<file path="config.mk">
export PLATFORM = sky130hd
export DESIGN_NAME = kfsi_mac
export DESIGN_NICKNAME = d
export VERILOG_FILES = /design/src/hw/rtl/keyframe_spline_interpolator_defines.svh /design/src/hw/rtl/kfsi_pkg.sv /design/src/hw/rtl/kfsi_mac.sv
export SDC_FILE = /design/constraint.sdc
export NUM_CORES = 2
export LEC_CHECK = 0
export ABC_AREA = 1
export BUFFER_PORTS_ARGS = -buffer_cell sky130_fd_sc_hd__buf_2
export CORE_ASPECT_RATIO = 1.2
export CORE_MARGIN = 1
export CORE_UTILIZATION = 47
export DETAILED_ROUTE_END_ITERATION = 16
export GPL_ROUTABILITY_DRIVEN = 0
export PLACE_DENSITY = 0.72
export SETUP_SLACK_MARGIN = 0.5
export SLEW_MARGIN = 20
export SYNTH_ARGS = -nofsm -noshare
export SYNTH_HDL_FRONTEND = slang
export SYNTH_SLANG_ARGS = --single-unit
</file>
<file path="constraint.sdc">
create_clock -name clk -period 2.8 [get_ports clk]
set_input_delay 0.28 -clock clk [delete_from_list [all_inputs] [get_ports clk]]
set_output_delay 0.28 -clock clk [all_outputs]
set_load 0.02 [all_outputs]
</file>
<file path="src/hw/rtl/keyframe_spline_interpolator_defines.svh">
// Assertion macros for the keyframe spline interpolator.
// Each macro expects clk and rst_n in scope.
`ifndef KEYFRAME_SPLINE_INTERPOLATOR_DEFINES_SVH
`define KEYFRAME_SPLINE_INTERPOLATOR_DEFINES_SVH

// Same-cycle implication.
`define KFSI_ASSERT_IMP(lbl, ante, cons, msg) \
    lbl: assert property (@(posedge clk) disable iff (!rst_n) (ante) |-> (cons)) \
        else $error(msg);

// Next-cycle implication.
`define KFSI_ASSERT_NXT(lbl, ante, cons, msg) \
    lbl: assert property (@(posedge clk) disable iff (!rst_n) (ante) |=> (cons)) \
        else $error(msg);

`endif

</file>
<file path="src/hw/rtl/kfsi_pkg.sv">
// ----------------------------------------------------------------------------
// kfsi_pkg
// Shared types, constants and helpers of the keyframe spline interpolator.
// ----------------------------------------------------------------------------
`default_nettype none

package kfsi_pkg;

    localparam int MAX_KEYS     = 16;
    localparam int NUM_CHANNELS = 16;
    localparam int KIDX_W       = $clog2(MAX_KEYS);
    localparam int CNT_W        = KIDX_W + 1;
    localparam int CH_W         = 4;
    localparam int ADDR_W       = KIDX_W + CH_W;
    localparam int ACC_W        = 38;
    localparam int U_W          = 17;
    localparam int STEP_W       = 6;

    typedef enum logic [1:0] {
        OP_INSERT = 2'd0,
        OP_REMOVE = 2'd1,
        OP_SET    = 2'd2,
        OP_EVAL   = 2'd3
    } op_t;

    typedef enum logic [1:0] {
        ST_OK        = 2'd0,
        ST_FULL      = 2'd1,
        ST_BAD_INDEX = 2'd2,
        ST_EMPTY     = 2'd3
    } status_t;

    typedef enum logic [1:0] {
        REG_LOOP   = 2'd0,
        REG_SPLINE = 2'd1,
        REG_EASE   = 2'd2,
        REG_STEP   = 2'd3
    } reg_idx_t;

    typedef enum logic [1:0] {
        M_SPLINE,
        M_EASE,
        M_STEP,
        M_LIN
    } meth_t;

    typedef enum logic [4:0] {
        S_IDLE,
        S_INS_FIND,
        S_INS_SHIFT,
        S_INS_CLR,
        S_REM,
        S_SETV,
        S_EV_LAST,
        S_EV_MOD,
        S_EV_FIRST,
        S_EV_SEG0,
        S_EV_SEG,
        S_EV_FRAC,
        S_EV_DIVF,
        S_EV_ROW,
        S_CH_RD,
        S_CH_COEF,
        S_CH_MST,
        S_CH_MAC,
        S_CH_OUT
    } state_t;

    typedef struct packed {
        logic              start;
        logic [STEP_W-1:0] steps;
    } div_ctl_t;

    localparam logic        LOOP_RST   = 1'b0;
    localparam logic [15:0] SPLINE_RST = 16'd63;
    localparam logic [15:0] EASE_RST   = 16'd64;
    localparam logic [15:0] STEP_RST   = 16'd32768;

    function automatic logic signed [31:0] sat32(input logic signed [ACC_W-1:0] v);
        logic signed [31:0] r;
        if (v > ACC_W'(64'sh7FFFFFFF))
        begin
            r = 32'sh7FFFFFFF;
        end
        else if (v < -ACC_W'(64'sh80000000))
        begin
            r = 32'sh80000000;
        end
        else
        begin
            r = v[31:0];
        end
        return r;
    endfunction

endpackage

`default_nettype wire

</file>
<file path="src/hw/rtl/kfsi_mac.sv">
// ----------------------------------------------------------------------------
// kfsi_mac
// Shared multiply-add: result = floor(x * u / 65536) + y, product and sum registered in turn.
// ----------------------------------------------------------------------------
`default_nettype none

module kfsi_mac (
    input  wire logic                                  clk,
    input  wire logic                                  rst_n,
    input  wire logic                                  start,
    input  wire logic signed [kfsi_pkg::ACC_W-1:0]     x,
    input  wire logic [kfsi_pkg::U_W-1:0]              u,
    input  wire logic signed [kfsi_pkg::ACC_W-1:0]     y,
    output logic                                       done,
    output logic signed [kfsi_pkg::ACC_W-1:0]          result
);
    import kfsi_pkg::*;

    localparam int PROD_W = ACC_W + U_W + 1;

    logic signed [PROD_W-1:0] prod_reg, prod_next;
    logic signed [ACC_W-1:0]  res_reg, res_next;
    logic                     v1_reg, v1_next;
    logic                     done_reg, done_next;
    logic signed [U_W:0]      u_s;

    assign u_s = $signed({1'b0, u});

    always_comb
    begin
        prod_next = prod_reg;
        res_next  = res_reg;
        v1_next   = start;
        done_next = v1_reg;
        if (start)
        begin
            prod_next = x * u_s;
        end
        if (v1_reg)
        begin
            // arithmetic shift gives the floor
            res_next = ACC_W'(prod_reg >>> 16) + y;
        end
    end

    always_ff @(posedge clk or negedge rst_n)
    begin
        if (!rst_n)
        begin
            v1_reg   <= 1'b0;
            done_reg <= 1'b0;
        end
        else
        begin
            v1_reg   <= v1_next;
            done_reg <= done_next;
        end
    end

    always_ff @(posedge clk)
    begin
        prod_reg <= prod_next;
        res_reg  <= res_next;
    end

    assign done   = done_reg;
    assign result = res_reg;

endmodule

`default_nettype wire

</file>
# Word-level counts from Yosys, hierarchy flattened

Index checks and enable logic that the tools add are counted.

Multipliers: 1
Add/sub/neg operators: 1

Operator list:

| cell                         | count |
|---|---|
| multiplier 38 x 18 -> 54 bit | 1 |
| adder 38 bit                 | 1 |

Register bits after elaboration: 94
Output and inout port bits: 39

# Longest topological paths before layout

Depth after elaboration: 1
Depth in mapped cells: 29

# Worst setup path before layout

OpenSTA, ideal clock, no wires.

Kind: in2reg
From: input port x[37] (netlist name)
To: register prod_reg[52] (data pin)
Path buffers: 2
Stages: 25
Arrival time: 5.384 ns
Library setup time: 0.253 ns
Setup slack: -2.837 ns
Cell sequence: buf_2 buf_1 nand2_1 inv_1 fa_1 inv_1 fa_1 inv_1 fa_1 inv_1 fa_1 inv_1 fa_1 inv_1 fa_1 inv_1 ha_1 inv_1 nor3_1 nand2_1 nor2_1 and2_1 nand2_1 nand4_1 nand2_1

Cells in the longest elaborated chain, start to end: 1

Ends and longest elaborated chain:

| element                      | line           | source |
|---|---|---|
| start, declared              | kfsi_mac.sv:11 | `input wire logic signed [kfsi_pkg::ACC_W-1:0] x,` |
| multiplier 38 x 18 -> 54 bit | kfsi_mac.sv:37 | `prod_next = x * u_s;` |
| end signal, assigned         | kfsi_mac.sv:62 | `prod_reg <= prod_next;` |
| end, declared                | kfsi_mac.sv:21 | `logic signed [PROD_W-1:0] prod_reg, prod_next;` |

No other way between the ends.
A chain may end at the register's enable or synchronous reset.

# Final worst setup path

From: input port u[6] (netlist name)
To: register prod_reg[53] (data pin)

Cells in the longest elaborated chain, start to end: 1

Ends and longest elaborated chain:

| element                      | line           | source |
|---|---|---|
| start, declared              | kfsi_mac.sv:12 | `input wire logic [kfsi_pkg::U_W-1:0] u,` |
| multiplier 38 x 18 -> 54 bit | kfsi_mac.sv:37 |  |

No other way between the ends.

==> impl_metrics.py <==
metrics = {
    "floorplanning": {
        "die_area_um2": 61000,
        "io-pin-count": 135,
        "initial_core_util_pct": 47.4,
        "core-area_um2": 59500,
        "num_rows": 98,
        "die_w_um": 226,
        "die_h_um": 270,
    },
    "layout": {
        "layout_common_cells": "995 x inv_1, 943 x nand2_1, 546 x fa_1",
        "area_growth_pct": 27.4,
        "drive_gt1_share_pct": 26.9,
        "seq_area_um2": 2330,
        "nFillCells": 4865,
        "layout.nets": 4971,
        "final_common_cell": "inv_1",
        "instances_no_fill": 4924,
        "multi_input_area_um2": 23700,
    },
    "run": {
        "cap_violations": 0,
    },
    "setup_path": {
        "crit_top_cell": "fa_1",
        "cp_max_fo": 5,
        "timing.rr.start": "prod_reg[25]$_DFFE_PP_",
        "crit_end": "prod_reg[53]$_DFFE_PP_",
        "cp_top_family": "adder cells",
        "slowest_delay_ps": 570,
        "r2r_slack_ps": 580,
        "cp-start-kind": "primary input",
        "critical_path_class": "in2reg",
        "r2r-end": "result[27]$_DFFE_PP_",
        "required_ps": 2920,
        "crit_slowest_cell": "fa_1",
        "path_depth": 27,
        "setup.worst_path.start": "u[6]",
        "rr_worst_depth": 8,
        "worstPathArrival_ps": 5340,
        "end_kind": "flip-flop",
        "critPathBufInv": 10,
    },
    "synthesis": {
        "synth_ff_type": "edfxtp_1",
        "synth-edff-count": 76,
        "synth_cells": 3768,
        "synth-simple-area-share_pct": 20.4,
        "syn_area_per_cell_um2": 7.49,
        "synth-async-reset-ratio_pct": 2.56,
        "synth_cell_types": 41,
        "synthesis.nets": 4621,
        "yosysWarnings": 0,
        "synth_top_family_by_area": "adder cells",
        "synth_fa_ha_area_share_pct": 49.5,
        "syn-cell-area_um2": 28200,
        "synth_xor_area_share_pct": 1.46,
        "synth-compound-area-share_pct": 3.62,
        "muxShareOfSynthArea_pct": 0,
        "ys_seq_area_share_pct": 8.27,
        "ys_seq_elements": 78,
    },
    "placement": {
        "io_buffers": 134,
        "dp_cells": 4837,
        "dp_hpwl_um": 67600,
    },
    "sta": {
        "fmax_ghz": 0.191,
        "clock_skew_ps": 17.2,
        "fin_ws_ps": -2420,
        "worst_slew_pin_slew_ps": 967,
        "finalHoldViolations": 0,
        "fin_crit_sh_pct": 187,
        "setup_viol": 38,
        "relSlewSlack_pct": 35.5,
        "maxSlewViolCount": 0,
        "layout_min_cycle_time_ps": 5220,
        "rsz0062_at_grt": "yes",
        "setup-tns-final_ps": -86910,
    },
    "global_route": {
        "grtUsageTotal_pct": 28.6,
        "antenna_found_initial": 3,
        "grt-ovfl-total": 0,
        "grt_max_degree": 40,
        "grt_pass1_wl_um": 136000,
        "grt_pass1_vias": 26800,
    },
    "min_path": {
        "hold_class": "in2async",
    },
    "status": {
        "outcome": "finished with violations",
        "violations": "setup timing",
    },
    "clock_network": {
        "root_buffer": "clkbuf_16",
        "htree_levels": 3,
        "numCtsBuffers": 9,
        "cts.reportedPaths.clkPinSlew_ps": 80,
        "cts.sinks": 78,
        "cts_tree": "built",
        "clk_latency_ps": 360,
        "cts_buffer_depth": 2,
    },
    "detailed_routing": {
        "wl_per_cell_um": 17.8,
        "via_per_inst": 5.16,
        "route.detailed.drc": 0,
        "drt-initial-drc-count": 1859,
        "first_pass_iters": 6,
        "vias": 25400,
        "ant_nets": 0,
        "wirelength_um": 87800,
    },
}
-- layer usage --
metal  vias up  global-route usage (%)  wire length (um)
met5         -                       0                24
li1      11400                       -                 -
met1     12400                    33.9             31400
met3       381                    3.14              6120
met4         4                    14.7              6190
met2      1179                    50.7             44100
-- stage by stage --
stage	util, %	hold WS (ps)	worst slack, ps	area [um^2]
2_1_floorplan	-	-15.6	-2480	30100
3_5_place_dp	55.0	69.2	-3060	32700
3_3_place_gp	55.0	67.0	-2980	32700
4_1_cts	58.7	240	-2330	34900
5_1_grt	60.4	241	-2590	35900
6_report	60.4	232	-2420	35900
-- cell type report --
| type | count | area share (%) |
|---|---|---|
| diodes | 1 | 0.00696 |
| clock buffers | 9 | 0.627 |
| clock inverters | 7 | 0.174 |
| inverters | 1118 | 11.8 |
| multi-input cells | 2429 | 65.9 |
| flip-flops and latches | 78 | 6.49 |
| well taps | 800 | 2.79 |
| repair buffers | 482 | 12.3 |
-- timing repair --
item                                    4_1_cts  5_1_grt
buffers inserted                             36       18
pin swaps                                   217      153
cloned                                       12        3
resized for setup                           415      264
hold buffers                                  1        0
endpoints found under the hold margin         2        0
endpoints found under the setup margin       39       47
-- synth_stat cells (3+ instances only) --
cell | number | area share [%]
o21ai_1 | 10 | 0.18
nor2_1 | 144 | 1.9
a21o_1 | 4 | 0.11
a21oi_2 | 4 | 0.12
a31oi_1 | 3 | 0.067
o21bai_1 | 15 | 0.40
and3_1 | 4 | 0.089
nand3b_1 | 4 | 0.11
nor2_2 | 10 | 0.22
buf_1 | 20 | 0.27
ha_1 | 159 | 7.1
a21oi_1 | 96 | 1.7
nand2_1 | 1138 | 15
inv_1 | 1117 | 15
fa_1 | 598 | 42
xnor2_1 | 12 | 0.37
o21ai_0 | 43 | 0.76
o21a_1 | 3 | 0.080
clkbuf_1 | 122 | 1.6
nor3_2 | 3 | 0.11
nand4_1 | 27 | 0.60
nor3_1 | 9 | 0.16
xor2_1 | 35 | 1.1
edfxtp_1 | 76 | 8.1
nand3_1 | 78 | 1.4
nand2_2 | 13 | 0.29
-- logic make-up after synthesis --
group / Yosys count
and+or+nand+nor: 1441
buffers and inverters: 1261
adders and majority gates: 757
AOI/OAI and AO/OA: 184
DFF: 78
xor gates and xnor gates: 47
-- how the worst min path moves through the flow --
stage                     start                  end  slack (ps)
after floorplan           rst_n       done$_DFF_PN0_         -20
after global placement    rst_n       done$_DFF_PN0_          70
after detailed placement  rst_n       done$_DFF_PN0_          70
after CTS                 rst_n  done_next$_DFF_PN0_         240
after global routing      rst_n  done_next$_DFF_PN0_         240
final                     rst_n  done_next$_DFF_PN0_         230
Power is left out: the tool's default activity adds up to more than one toggle a clock period on the data nets, which glitch-free logic cannot reach.
