===== src/hw/rtl/keyframe_spline_interpolator_defines.svh =====
// Assertion macros for the keyframe spline interpolator.
// Each macro expects clk and rst_n in scope.
`ifndef KEYFRAME_SPLINE_INTERPOLATOR_DEFINES_SVH
`define KEYFRAME_SPLINE_INTERPOLATOR_DEFINES_SVH

// Same-cycle implication.
`define KFSI_ASSERT_IMP(lbl, ante, cons, msg) \
    lbl: assert property (@(posedge clk) disable iff (!rst_n) (ante) |-> (cons)) \
        else $error(msg);

// Next-cycle implication.
`define KFSI_ASSERT_NXT(lbl, ante, cons, msg) \
    lbl: assert property (@(posedge clk) disable iff (!rst_n) (ante) |=> (cons)) \
        else $error(msg);

`endif


===== src/hw/rtl/kfsi_pkg.sv =====
// ----------------------------------------------------------------------------
// kfsi_pkg
// Shared types, constants and helpers of the keyframe spline interpolator.
// ----------------------------------------------------------------------------
`default_nettype none

package kfsi_pkg;

    localparam int MAX_KEYS     = 16;
    localparam int NUM_CHANNELS = 16;
    localparam int KIDX_W       = $clog2(MAX_KEYS);
    localparam int CNT_W        = KIDX_W + 1;
    localparam int CH_W         = 4;
    localparam int ADDR_W       = KIDX_W + CH_W;
    localparam int ACC_W        = 38;
    localparam int U_W          = 17;
    localparam int STEP_W       = 6;

    typedef enum logic [1:0] {
        OP_INSERT = 2'd0,
        OP_REMOVE = 2'd1,
        OP_SET    = 2'd2,
        OP_EVAL   = 2'd3
    } op_t;

    typedef enum logic [1:0] {
        ST_OK        = 2'd0,
        ST_FULL      = 2'd1,
        ST_BAD_INDEX = 2'd2,
        ST_EMPTY     = 2'd3
    } status_t;

    typedef enum logic [1:0] {
        REG_LOOP   = 2'd0,
        REG_SPLINE = 2'd1,
        REG_EASE   = 2'd2,
        REG_STEP   = 2'd3
    } reg_idx_t;

    typedef enum logic [1:0] {
        M_SPLINE,
        M_EASE,
        M_STEP,
        M_LIN
    } meth_t;

    typedef enum logic [4:0] {
        S_IDLE,
        S_INS_FIND,
        S_INS_SHIFT,
        S_INS_CLR,
        S_REM,
        S_SETV,
        S_EV_LAST,
        S_EV_MOD,
        S_EV_FIRST,
        S_EV_SEG0,
        S_EV_SEG,
        S_EV_FRAC,
        S_EV_DIVF,
        S_EV_ROW,
        S_CH_RD,
        S_CH_COEF,
        S_CH_MST,
        S_CH_MAC,
        S_CH_OUT
    } state_t;

    typedef struct packed {
        logic              start;
        logic [STEP_W-1:0] steps;
    } div_ctl_t;

    localparam logic        LOOP_RST   = 1'b0;
    localparam logic [15:0] SPLINE_RST = 16'd63;
    localparam logic [15:0] EASE_RST   = 16'd64;
    localparam logic [15:0] STEP_RST   = 16'd32768;

    function automatic logic signed [31:0] sat32(input logic signed [ACC_W-1:0] v);
        logic signed [31:0] r;
        if (v > ACC_W'(64'sh7FFFFFFF))
        begin
            r = 32'sh7FFFFFFF;
        end
        else if (v < -ACC_W'(64'sh80000000))
        begin
            r = 32'sh80000000;
        end
        else
        begin
            r = v[31:0];
        end
        return r;
    endfunction

endpackage

`default_nettype wire


===== src/hw/rtl/kfsi_div.sv =====
// ----------------------------------------------------------------------------
// kfsi_div
// Restoring divider, one quotient bit per cycle. Used for the time wrap
// remainder and for the segment fraction.
// ----------------------------------------------------------------------------
`default_nettype none

module kfsi_div (
    input  wire logic                 clk,
    input  wire logic                 rst_n,
    input  wire kfsi_pkg::div_ctl_t   ctl,
    input  wire logic [33:0]          rem_init,
    input  wire logic [31:0]          dividend,
    input  wire logic [32:0]          divisor,
    output logic                      done,
    output logic [33:0]               rem,
    output logic [31:0]               quo
);
    import kfsi_pkg::*;

    logic [33:0]       rem_reg, rem_next;
    logic [31:0]       sh_reg, sh_next;
    logic [31:0]       quo_reg, quo_next;
    logic [32:0]       dvs_reg, dvs_next;
    logic [STEP_W-1:0] cnt_reg, cnt_next;
    logic              done_reg, done_next;
    logic [33:0]       trial;
    logic              ge;

    assign trial = {rem_reg[32:0], sh_reg[31]};
    assign ge    = trial >= {1'b0, dvs_reg};

    always_comb
    begin
        rem_next  = rem_reg;
        sh_next   = sh_reg;
        quo_next  = quo_reg;
        dvs_next  = dvs_reg;
        cnt_next  = cnt_reg;
        done_next = 1'b0;
        if (ctl.start)
        begin
            rem_next = rem_init;
            sh_next  = dividend;
            quo_next = '0;
            dvs_next = divisor;
            cnt_next = ctl.steps;
        end
        else if (cnt_reg != '0)
        begin
            rem_next  = ge ? trial - {1'b0, dvs_reg} : trial;
            sh_next   = {sh_reg[30:0], 1'b0};
            quo_next  = {quo_reg[30:0], ge};
            cnt_next  = cnt_reg - 1'b1;
            done_next = (cnt_reg == STEP_W'(1));
        end
    end

    always_ff @(posedge clk or negedge rst_n)
    begin
        if (!rst_n)
        begin
            cnt_reg  <= '0;
            done_reg <= 1'b0;
        end
        else
        begin
            cnt_reg  <= cnt_next;
            done_reg <= done_next;
        end
    end

    always_ff @(posedge clk)
    begin
        rem_reg <= rem_next;
        sh_reg  <= sh_next;
        quo_reg <= quo_next;
        dvs_reg <= dvs_next;
    end

    assign done = done_reg;
    assign rem  = rem_reg;
    assign quo  = quo_reg;

endmodule

`default_nettype wire


===== config.mk =====
export PLATFORM = sky130hd
export DESIGN_NAME = kfsi_div
export DESIGN_NICKNAME = d
export VERILOG_FILES = /design/src/hw/rtl/keyframe_spline_interpolator_defines.svh /design/src/hw/rtl/kfsi_pkg.sv /design/src/hw/rtl/kfsi_div.sv
export SDC_FILE = /design/constraint.sdc
export NUM_CORES = 1
export LEC_CHECK = 0
export BUFFER_PORTS_ARGS = -buffer_cell sky130_fd_sc_hd__buf_4
export CAP_MARGIN = 10
export CORE_MARGIN = 2
export CORE_UTILIZATION = 40
export CTS_BUF_LIST = sky130_fd_sc_hd__clkbuf_4 sky130_fd_sc_hd__clkbuf_8
export CTS_CLUSTER_DIAMETER = 150
export DETAILED_ROUTE_END_ITERATION = 7
export GPL_ROUTABILITY_DRIVEN = 1
export PLACE_DENSITY = 0.67
export SKIP_LAST_GASP = 1
export SLEW_MARGIN = 20
export SYNTH_ARGS = -nofsm -noshare
export SYNTH_HDL_FRONTEND = slang
export SYNTH_SLANG_ARGS = --single-unit

===== constraint.sdc =====
create_clock -name clk -period 10.3 [get_ports clk]
set_clock_uncertainty 0.05 [all_clocks]
set_input_delay 0.515 -clock clk [delete_from_list [all_inputs] [get_ports clk]]
set_output_delay 0.515 -clock clk [all_outputs]
set_load 0.02 [all_outputs]

# [Word-level counts from Yosys, hierarchy flattened]
# Index checks and enable logic that the tools add are counted.
[totals] output_inout_bits=67 register_bits=138 wordCells=21 in_bits=108
[op_classes] reduce_logical=2 n_mux=9 eq_ne=1 order_cmp=1 addsub=2
[ops] cell="34-bit 2-to-1 mux" n=3
[ops] cell="32-bit 2-to-1 mux" n=2
[ops] cell="34-bit by 33-bit >= comparator with 1-bit output" n=1
[ops] cell="34-bit by 33-bit subtractor with 34-bit output" n=1
[ops] cell="6-bit 2-to-1 mux" n=2
[ops] cell="6-bit by 1-bit equality test with 1-bit output (second input constant)" n=1
[ops] cell="6-bit nonzero test" n=1
[ops] cell="6-bit by 1-bit subtractor with 6-bit output (second input constant)" n=1
[ops] cell="1-bit 2-to-1 mux" n=2
[ops] cell="2-bit nonzero test" n=1

# [Logic depth before layout (Yosys ltp)]
# Gate-level depths: netlist (run 1).
[logic_depth] word_depth=4 ltp_mapped=15

# [Least setup slack after synthesis (run 1)]
# Ideal clock, no wire load.
[synth_path] kind="register to register" from="register rem_reg[0], in the netlist rem[0]" to="register rem_reg[10], in the netlist rem[10], data pin" required_ps=9990 period_less_slack_ps=3545 setup_time_ps=260 stages_incl_launch_ff=14 t_arrival_ps=3235 path_slack_ps=6755 path_cell_list="edfxtp_1 > inv_1 > fa_1 > nor2b_4 > o31a_1 > o31ai_4 > a2111oi_2 > o311ai_2 > a31oi_4 > or2_1 > buf_6 > buf_12 > mux2_4 > mux2_2"
[synth_between] elab_chain_len=4 elab_cells_between_ends=5
[synth_rtl] item="start: declaration" line="kfsi_div.sv:21" text="logic [33:0] rem_reg, rem_next;"
[synth_rtl] item="start signal: assignment" line="kfsi_div.sv:75" text="rem_reg <= rem_next;"
[synth_rtl] item="34-bit by 33-bit subtractor with 34-bit output or 34-bit by 33-bit >= comparator with 1-bit output (tied branches)" line="kfsi_div.sv:51, kfsi_div.sv:31"
[synth_rtl] item="34-bit 2-to-1 mux *" line="kfsi_div.sv:51" text="rem_next = ge ? trial - {1'b0, dvs_reg} : trial;"
[synth_rtl] item="34-bit 2-to-1 mux *" line="kfsi_div.sv:49" text="else if (cnt_reg != '0)"
[synth_rtl] item="34-bit 2-to-1 mux *" line="kfsi_div.sv:41" text="if (ctl.start)"
[synth_rtl] item="named net rem_next[10]" line="kfsi_div.sv:21"
# Mark *: on every way through the listed nets, which the timed path passes. The rest lies on a longest branch. The select of a mux whose other input is x is not followed.
# A chain may end at the register's enable or synchronous reset.

# [Worst setup path after layout (run 1)]
[layout_path] from="register sh_reg[31]" to="register rem_reg[7], in the netlist rem[7], data pin"
[layout_between] elab_chain_len=4 elab_cells_between_ends=5
[layout_rtl] item="start: declaration" line="kfsi_div.sv:22" text="logic [31:0] sh_reg, sh_next;"
[layout_rtl] item="start signal: assignment" line="kfsi_div.sv:76" text="sh_reg <= sh_next;"
[layout_rtl] item="34-bit by 33-bit subtractor with 34-bit output or 34-bit by 33-bit >= comparator with 1-bit output (tied branches)" line="kfsi_div.sv:51, kfsi_div.sv:31"
[layout_rtl] item="34-bit 2-to-1 mux *" line="kfsi_div.sv:51"
[layout_rtl] item="34-bit 2-to-1 mux *" line="kfsi_div.sv:49"
[layout_rtl] item="34-bit 2-to-1 mux *" line="kfsi_div.sv:41"
[layout_rtl] item="named net rem_next[7]" line="kfsi_div.sv:21"
# Marks and branches as above.

==> results.rst, run 1 <==
.. list-table::
   :header-rows: 1

   * - Metric
     - Value
   * - Die area
     - just under 0.02 sq mm
   * - GRT Total Usage
     - 0.183
   * - Final non-filler cell area
     - between 0.009 and 0.01 sq mm
   * - Total wirelength of the detailed-routed design
     - approximately 18 mm
   * - Routability Congestion
     - 0.830
   * - DRC errors left
     - 0
   * - Synth warn
     - 0
   * - Register cell area after layout
     - about 0.0038 sq mm
   * - Num CTS Buffers
     - 17
   * - Number of placed I/O pins
     - ~180
   * - Sequential group share of total power
     - 0.325
   * - Number of maximum-capacitance constraint violations
     - 0
   * - Cell family with most CP delay
     - compound AO/OA/AOI/OAI gates
   * - Area of the mapped netlist
     - roughly 0.0075 sq mm
   * - Setup repair after global routing missed its margin
     - no
   * - Total of buffers placed on input and output ports
     - 174
   * - Filler Cells Inserted
     - approximately 1.7k
   * - Startpoint types
     - flop
   * - Number of antenna cells inserted
     - 0
   * - Number of rows in the core area
     - 50
   * - Clock latency reported for the late side of the worst-skew pair
     - between 0.4 and 0.5 ns
   * - Kind of path behind the tightest hold check
     - in2reg
   * - Net total in the final layout
     - between 900 and 1k
   * - DRC marker count from the first detailed-route iteration
     - 305
   * - Vias in the first global route
     - approximately 5.7k
   * - Share of flip-flops with an asynchronous set or reset after synthesis
     - 0.0507
   * - Antenna violations before repair
     - 0
   * - Maximum clock frequency
     - around 240 MHz
   * - Min Clock Period, post-route
     - around 4.2 ns
   * - Pin count of the biggest net entering global routing
     - 67
   * - Initial DRT Pass Iterations
     - 6
   * - Number of library cell types mapped by synthesis
     - 63
   * - Tightest Pin Transition
     - between 0.9 and 1 ns
   * - Critical path buffers and inverters
     - 2
   * - Slowest cell on the critical path
     - sky130_fd_sc_hd__a2111oi_2
   * - Root buffer cell
     - sky130_fd_sc_hd__clkbuf_8
   * - Result of the run
     - complete, no violations
   * - Clock slew at the register clock pins of the worst setup and hold paths
     - roughly 0.10 ns
   * - Dominant cells by area after synthesis
     - sky130_fd_sc_hd__edfxtp_1 40%, sky130_fd_sc_hd__dfxtp_1 8.5%, sky130_fd_sc_hd__mux2_2 8.4%
   * - Fraction of final layout cells with drive strength greater than 1
     - 0.349
   * - Number of buffers between clock root and the deepest sink
     - 2
   * - Most frequent CP cell
     - sky130_fd_sc_hd__mux2_2
   * - Mean number of vias per cell
     - 5.26
   * - Mean cell area of the mapped netlist
     - between 10 and 15 sq um
   * - Setup TNS
     - 0 ns
   * - Critical Path RT
     - ~10 ns
   * - Stage delay of the slowest cell on the critical path
     - 0.45 ns
   * - Total cell area at the placement stage
     - between 0.008 and 0.009 sq mm
   * - Area grow syn2layout
     - 25.3%
   * - Count of flip-flops with a built-in enable after synthesis
     - 99
   * - DIE HEIGHT
     - 141 um
   * - Maximum fanout along the worst path
     - 27
   * - Max FFs per register
     - 34
   * - Dominant cell type by area after synthesis
     - sky130_fd_sc_hd__edfxtp_1
   * - H-tree depth
     - 4
   * - Period utilisation layout
     - 0.407
   * - Max Transition Viols Final
     - 0
   * - Start-to-end type of the worst setup path
     - reg2reg
   * - Max_slew headroom
     - 0.384
   * - Vias
     - roughly 5.6k
   * - Number of cells produced by synthesis
     - 653
   * - GRT overflow
     - 0
   * - Standby leakage power
     - between 4 and 5 nW
   * - Cell Chain, Critical Path
     - inv_1 -> ha_1 -> fa_1 -> nor2b_4 -> o31a_1 -> o31ai_4 -> a2111oi_2 -> o311ai_2 -> a31oi_4 -> or2_1 -> buf_4 -> mux2_2 -> mux2_2
   * - Layout Cells excl Fill
     - about 1.1k
   * - Post-synth top area share
     - 0.396
   * - Total of cells resized after clock tree synthesis
     - 0
   * - Remaining number of nets flagged by the antenna check after routing
     - 0
   * - Flip-flop cell with the highest count after synthesis
     - sky130_fd_sc_hd__edfxtp_1
   * - Hpwl dp
     - roughly 13 mm
   * - Worst Setup End Kind
     - flop
   * - Minimum hold slack
     - ~0.18 ns
   * - DR WL/cell
     - between 15 and 20 um
   * - Count of clock tree sinks
     - approximately 140
   * - Global-route wire length before repair
     - between 20 and 30 mm
   * - Combinational cell fraction of total power
     - 0.497
   * - Critical Path AT
     - around 4.4 ns
   * - Sequential fraction of the synthesis area
     - 0.504
   * - Effective utilization at floorplan
     - 0.404
   * - Worst supply voltage drop on vdd
     - roughly 0.12 mV
   * - Final setup viols
     - 0
   * - Fraction of power spent switching nets
     - 0.402
   * - Final Hold Viols
     - 0
   * - Fraction of power consumed by the clock network
     - 0.179
   * - Post-synth net total
     - ~800
   * - Core region area
     - 0.0186 sq mm
   * - Flops & latches, synth
     - roughly 140
   * - Cell Pwr Density
     - 268 mW/mm^2
   * - CTS tree
     - yes
   * - Internal portion of total power
     - ~1.5 mW
   * - Switching power
     - a little over 1 mW
   * - Multi-input combinational cell area
     - about 0.0034 sq mm
   * - Cell count after placement
     - around 1.0k
   * - Horiz. Die Dim
     - roughly 140 um
[stage by stage]
step | utilization | power [mW] | setup slack, ns
floorplan | - | 1.74 | 6.75
global placement | 0.484 | 2.07 | 6.22
detailed placement | 0.484 | 2.08 | 6.11
CTS | 0.507 | 2.55 | 6.09
global route | 0.507 | 2.70 | 5.90
finish | 0.507 | 2.52 | 6.10
[path summary, 6_finish.rpt]
kind                              from          end  slack [ns]  depth (start not counted)
setup / recovery            sh_reg[31]       rem[7]        6.10                         13
hold / removal             divisor[30]  dvs_reg[30]        0.18                          1
setup reg to reg            sh_reg[31]       rem[7]        6.10                         13
hold reg to reg                quo[31]      quo[31]        0.46                          1
max in group asynchronous        rst_n   cnt_reg[2]        9.72                          2
min in group asynchronous        rst_n         done        0.37                          2
[kinds of logic (layout without fill, tap and decap cells)]
logic type	after synthesis	in the layout	share of synthesized area
flip-flops	138	138	0.504
AO/OA/AOI/OAI	170	170	0.158
AND/OR/NAND/NOR	126	126	0.0896
adder cells (fa/ha/maj)	36	36	0.0609
buffers and inverters	87	266	0.0494
multiplexers	67	67	0.104
XOR/XNOR	29	29	0.0338
[cell type report]
cell class                      count  share of cell area
Clock inverter                     15              0.0185
Sequential cell                   138               0.402
Tap cell                          234              0.0311
Multi-Input combinational cell    428               0.357
Inverter                           51              0.0203
Timing Repair Buffer              183               0.146
Clock buffer                       17              0.0249
[layer usage]
metal  part of all wire  global-route usage  up-vias
met5                  0                   0        -
met4              0.011              0.0447        0
met3               0.10              0.0856       16
met2               0.46               0.294      172
met1               0.42               0.225     2653
li1                   -                   -     2762
[power by group through the flow]
stage	clock, mW	sequential [mW]	combinational (mW)
2_1_floorplan	0	0.898	0.843
3_3_place_gp	0	0.828	1.24
3_5_place_dp	0	0.830	1.25
4_1_cts	0.469	0.820	1.26
5_1_grt	0.488	0.837	1.37
6_report	0.450	0.818	1.25
[Yosys cell counts (14+ instances only)]
master and number:
sky130_fd_sc_hd__edfxtp_1 99, sky130_fd_sc_hd__mux2_2 56, sky130_fd_sc_hd__a21oi_1 53, sky130_fd_sc_hd__inv_1 51, sky130_fd_sc_hd__nand2_1 36, sky130_fd_sc_hd__ha_1 35
sky130_fd_sc_hd__a22o_1 33, sky130_fd_sc_hd__dfxtp_1 32, sky130_fd_sc_hd__clkbuf_1 27, sky130_fd_sc_hd__o21ai_0 23, sky130_fd_sc_hd__xnor2_1 17, sky130_fd_sc_hd__a21o_1 16
sky130_fd_sc_hd__nor2_1 15, sky130_fd_sc_hd__nor2b_1 15, sky130_fd_sc_hd__nor3_1 14
[cell usage in the layout (no fill, tap or decap), drive strengths merged, types with 16 or more instances in the layout]
cell type / n
buf: 182
edfxtp: 99
mux2: 64
inv: 61
a21oi: 53
nand2: 36
ha: 35
a22o: 33
dfxtp: 32
o21ai: 24
xnor2: 17
clkbuf: 17
a21o: 16
nor2b: 16
[what timing repair did]
action                                 4_1_cts  5_1_grt
hold buffers                                 1        0
buffers inserted                             0        0
endpoints found under the hold margin        7        0
[worst reg2reg max path: stages (launching register included)]
cell and delay (ns):
sky130_fd_sc_hd__edfxtp_1 0.37, sky130_fd_sc_hd__inv_1 0.05, sky130_fd_sc_hd__ha_1 0.21, sky130_fd_sc_hd__fa_1 0.44
sky130_fd_sc_hd__nor2b_4 0.14, sky130_fd_sc_hd__o31a_1 0.24, sky130_fd_sc_hd__o31ai_4 0.10, sky130_fd_sc_hd__a2111oi_2 0.45
sky130_fd_sc_hd__o311ai_2 0.16, sky130_fd_sc_hd__a31oi_4 0.32, sky130_fd_sc_hd__or2_1 0.34, sky130_fd_sc_hd__buf_4 0.44
sky130_fd_sc_hd__mux2_2 0.39, sky130_fd_sc_hd__mux2_2 0.27
(Power assumes the default switching activity.)
==> run 2: changes to the inputs <==
--- a/config.mk
+++ b/config.mk
@@ -13,7 +13,7 @@
 export CTS_CLUSTER_DIAMETER = 150
 export DETAILED_ROUTE_END_ITERATION = 7
 export GPL_ROUTABILITY_DRIVEN = 1
-export PLACE_DENSITY = 0.67
+export PLACE_DENSITY = 0.7
 export SKIP_LAST_GASP = 1
 export SLEW_MARGIN = 20
 export SYNTH_ARGS = -nofsm -noshare
==> constraint.sdc (replaced) <==
create_clock -name clk -period 3.4 [get_ports clk]
set_clock_uncertainty 0.05 [all_clocks]
set_input_delay 0.17 -clock clk [delete_from_list [all_inputs] [get_ports clk]]
set_output_delay 0.17 -clock clk [all_outputs]
set_load 0.02 [all_outputs]
==> results.rst, run 2 (synthesis gave the netlist of run 1 again) <==
.. list-table::
   :header-rows: 1

   * - Metric
     - Value
   * - Effective utilization at floorplan
     - 0.404
   * - Global-route wire length before repair
     - 31.8 mm
   * - Core region area
     - around 0.019 sq mm
   * - CTS tree
     - yes
   * - Kind of path behind the tightest hold check
     - in2reg
   * - DRC marker count from the first detailed-route iteration
     - 318
   * - Final setup viols
     - 0
   * - Die area
     - 0.0199 sq mm
   * - Maximum fanout along the worst path
     - 14
   * - Layout Cells excl Fill
     - ~1.2k
   * - Num CTS Buffers
     - 17
   * - Cell Pwr Density
     - between 700 and 800 mW/mm^2
   * - Worst Setup End Kind
     - flop
   * - Fraction of final layout cells with drive strength greater than 1
     - 0.346
   * - Antenna violations before repair
     - 0
   * - Vias
     - 6176
   * - Setup TNS
     - 0 ns
   * - GRT Total Usage
     - 0.200
   * - DIE HEIGHT
     - between 100 and 150 um
   * - H-tree depth
     - 4
   * - Internal portion of total power
     - ~5 mW
   * - Fraction of power spent switching nets
     - 0.393
   * - Critical Path RT
     - around 3.6 ns
   * - Startpoint types
     - flop
   * - Maximum clock frequency
     - between 200 and 300 MHz
   * - Max Transition Viols Final
     - 0
   * - Tightest Pin Transition
     - roughly 0.89 ns
   * - Max_slew headroom
     - 0.409
   * - Fraction of power consumed by the clock network
     - 0.171
   * - Horiz. Die Dim
     - between 100 and 150 um
   * - Root buffer cell
     - sky130_fd_sc_hd__clkbuf_8
   * - Remaining number of nets flagged by the antenna check after routing
     - 0
   * - Critical path launch point
     - sh_reg[31]
   * - Combinational cell fraction of total power
     - 0.524
   * - Final Hold Viols
     - 0
   * - Final non-filler cell area
     - 0.0108 sq mm
   * - Worst supply voltage drop on vdd
     - around 0.32 mV
   * - Minimum setup slack after placement
     - -0.0598 ns
   * - Post-route worst setup slack
     - about 0.011 ns
   * - Most frequent cells in the layout
     - 209 x sky130_fd_sc_hd__buf_4, 103 x sky130_fd_sc_hd__dlygate4sd3_1, 99 x sky130_fd_sc_hd__edfxtp_1
   * - Min Clock Period, post-route
     - ~3.4 ns
   * - Number of maximum-capacitance constraint violations
     - 0
   * - Period utilisation layout
     - 0.997
   * - Number of buffers between clock root and the deepest sink
     - 2
   * - Number of rows in the core area
     - 50
   * - Count of clock tree sinks
     - ~140
   * - Number of antenna cells inserted
     - 0
   * - Routability Congestion
     - about 0.88
   * - Total wirelength of the detailed-routed design
     - between 15 and 20 mm
   * - Vias in the first global route
     - about 6.4k
   * - Net total in the final layout
     - between 1k and 1.5k
   * - Switching power
     - 3.21 mW
   * - Area grow syn2layout
     - 44.2%
   * - Hpwl dp
     - approximately 13 mm
   * - Clock latency reported for the late side of the worst-skew pair
     - ~0.46 ns
   * - Clock slew at the register clock pins of the worst setup and hold paths
     - about 0.10 ns
   * - Max FFs per register
     - 34
   * - Origin of the worst min-delay path
     - rem_init[30]
   * - Initial DRT Pass Iterations
     - 4
   * - Setup repair after global routing missed its margin
     - yes
   * - Total of buffers placed on input and output ports
     - roughly 170
   * - DR WL/cell
     - around 16 um
   * - GRT overflow
     - 0
   * - Pin count of the biggest net entering global routing
     - 76
   * - Leading cell type in the layout, fill and taps excluded
     - sky130_fd_sc_hd__buf_4
   * - Sequential group share of total power
     - 0.305
   * - Total cell area at the placement stage
     - just over 0.009 sq mm
   * - DRC errors left
     - 0
   * - Standby leakage power
     - about 4.7 nW
   * - Start of the worst register-to-register path
     - sh_reg[31]
   * - Result of the run
     - complete, no violations
   * - Cell count after placement
     - between 1k and 1.5k
   * - Mean number of vias per cell
     - just over 5
   * - Filler Cells Inserted
     - 1546
   * - Critical Path AT
     - 3.55 ns
   * - Start-to-end type of the worst setup path
     - reg2reg
   * - Number of placed I/O pins
     - 175
run 2: cell types whose count changed in the layout (fill, tap and decap cells not counted), sizes merged:
cell	previous run	this run
inv	61	60
clkinv	5	6
dlygate4sd3	1	103
buf	182	212
run 2: through the flow:
step                      power (mW)  hold slack [ns]   util
after floorplan                 5.34           -0.176      -
after global placement          6.53          -0.0627  0.500
after detailed placement        6.58          -0.0586  0.500
after CTS                       8.12         0.000868  0.579
after global routing            8.76           0.0328  0.583
final                           8.16           0.0431  0.583
run 2: metal layers:
metal	vias to the layer above	global-route usage	wire [um]
met5	-	0	0
li1	3031	-	-
met3	33	0.0557	1080
met1	2936	0.247	8520
met2	176	0.338	9510
met4	0	0.0695	480
run 2: cell type report:
class | instances | area [sq um] | share of cell area
sequential | 138 | 3790 | 0.350
multi-input combinational | 428 | 3500 | 0.323
timing repair buffer | 315 | 2640 | 0.244
tap | 234 | 293 | 0.0270
clock buffer | 17 | 234 | 0.0216
inverter | 51 | 191 | 0.0177
clock inverter | 15 | 189 | 0.0174
run 2: power by group through the flow:
stage | clock [mW] | combinational (mW) | sequential [mW]
after global placement | 0 | 4.01 | 2.52
after CTS | 1.44 | 4.20 | 2.49
after detailed placement | 0 | 4.06 | 2.52
after global routing | 1.51 | 4.72 | 2.53
after floorplan | 0 | 2.60 | 2.74
final | 1.40 | 4.28 | 2.49
run 2: worst paths after layout:
path                       cells past startpoint  slack [ns]         end
max                                           13        0.01      rem[9]
min                                            4        0.04     rem[30]
max reg2reg                                   13        0.01      rem[9]
min reg2reg                                    1        0.44     quo[31]
max in group asynchronous                      3        2.40  cnt_reg[0]
min in group asynchronous                      3        0.64  cnt_reg[1]
run 2: what timing repair did:
action / in CTS / in global routing
pin swaps: 1 / 0
endpoints found under the hold margin: 108 / 0
endpoints found under the setup margin: 19 / 27
gates resized for setup: 2 / 10
hold buffers: 103 / 0
gates cloned: 0 / 0
buffers inserted: 1 / 1
run 2: critical path, stage by stage, from the launching register on:
cell                        delay (ns)
sky130_fd_sc_hd__edfxtp_1         0.37
sky130_fd_sc_hd__inv_1            0.05
sky130_fd_sc_hd__ha_2             0.19
sky130_fd_sc_hd__fa_2             0.37
sky130_fd_sc_hd__nor2b_4          0.12
sky130_fd_sc_hd__o31a_1           0.21
sky130_fd_sc_hd__o31ai_4          0.09
sky130_fd_sc_hd__a2111oi_4        0.44
sky130_fd_sc_hd__o311ai_4         0.14
sky130_fd_sc_hd__a31oi_4          0.20
sky130_fd_sc_hd__or2_4            0.16
sky130_fd_sc_hd__buf_12           0.16
sky130_fd_sc_hd__mux2_2           0.34
sky130_fd_sc_hd__mux2_2           0.26
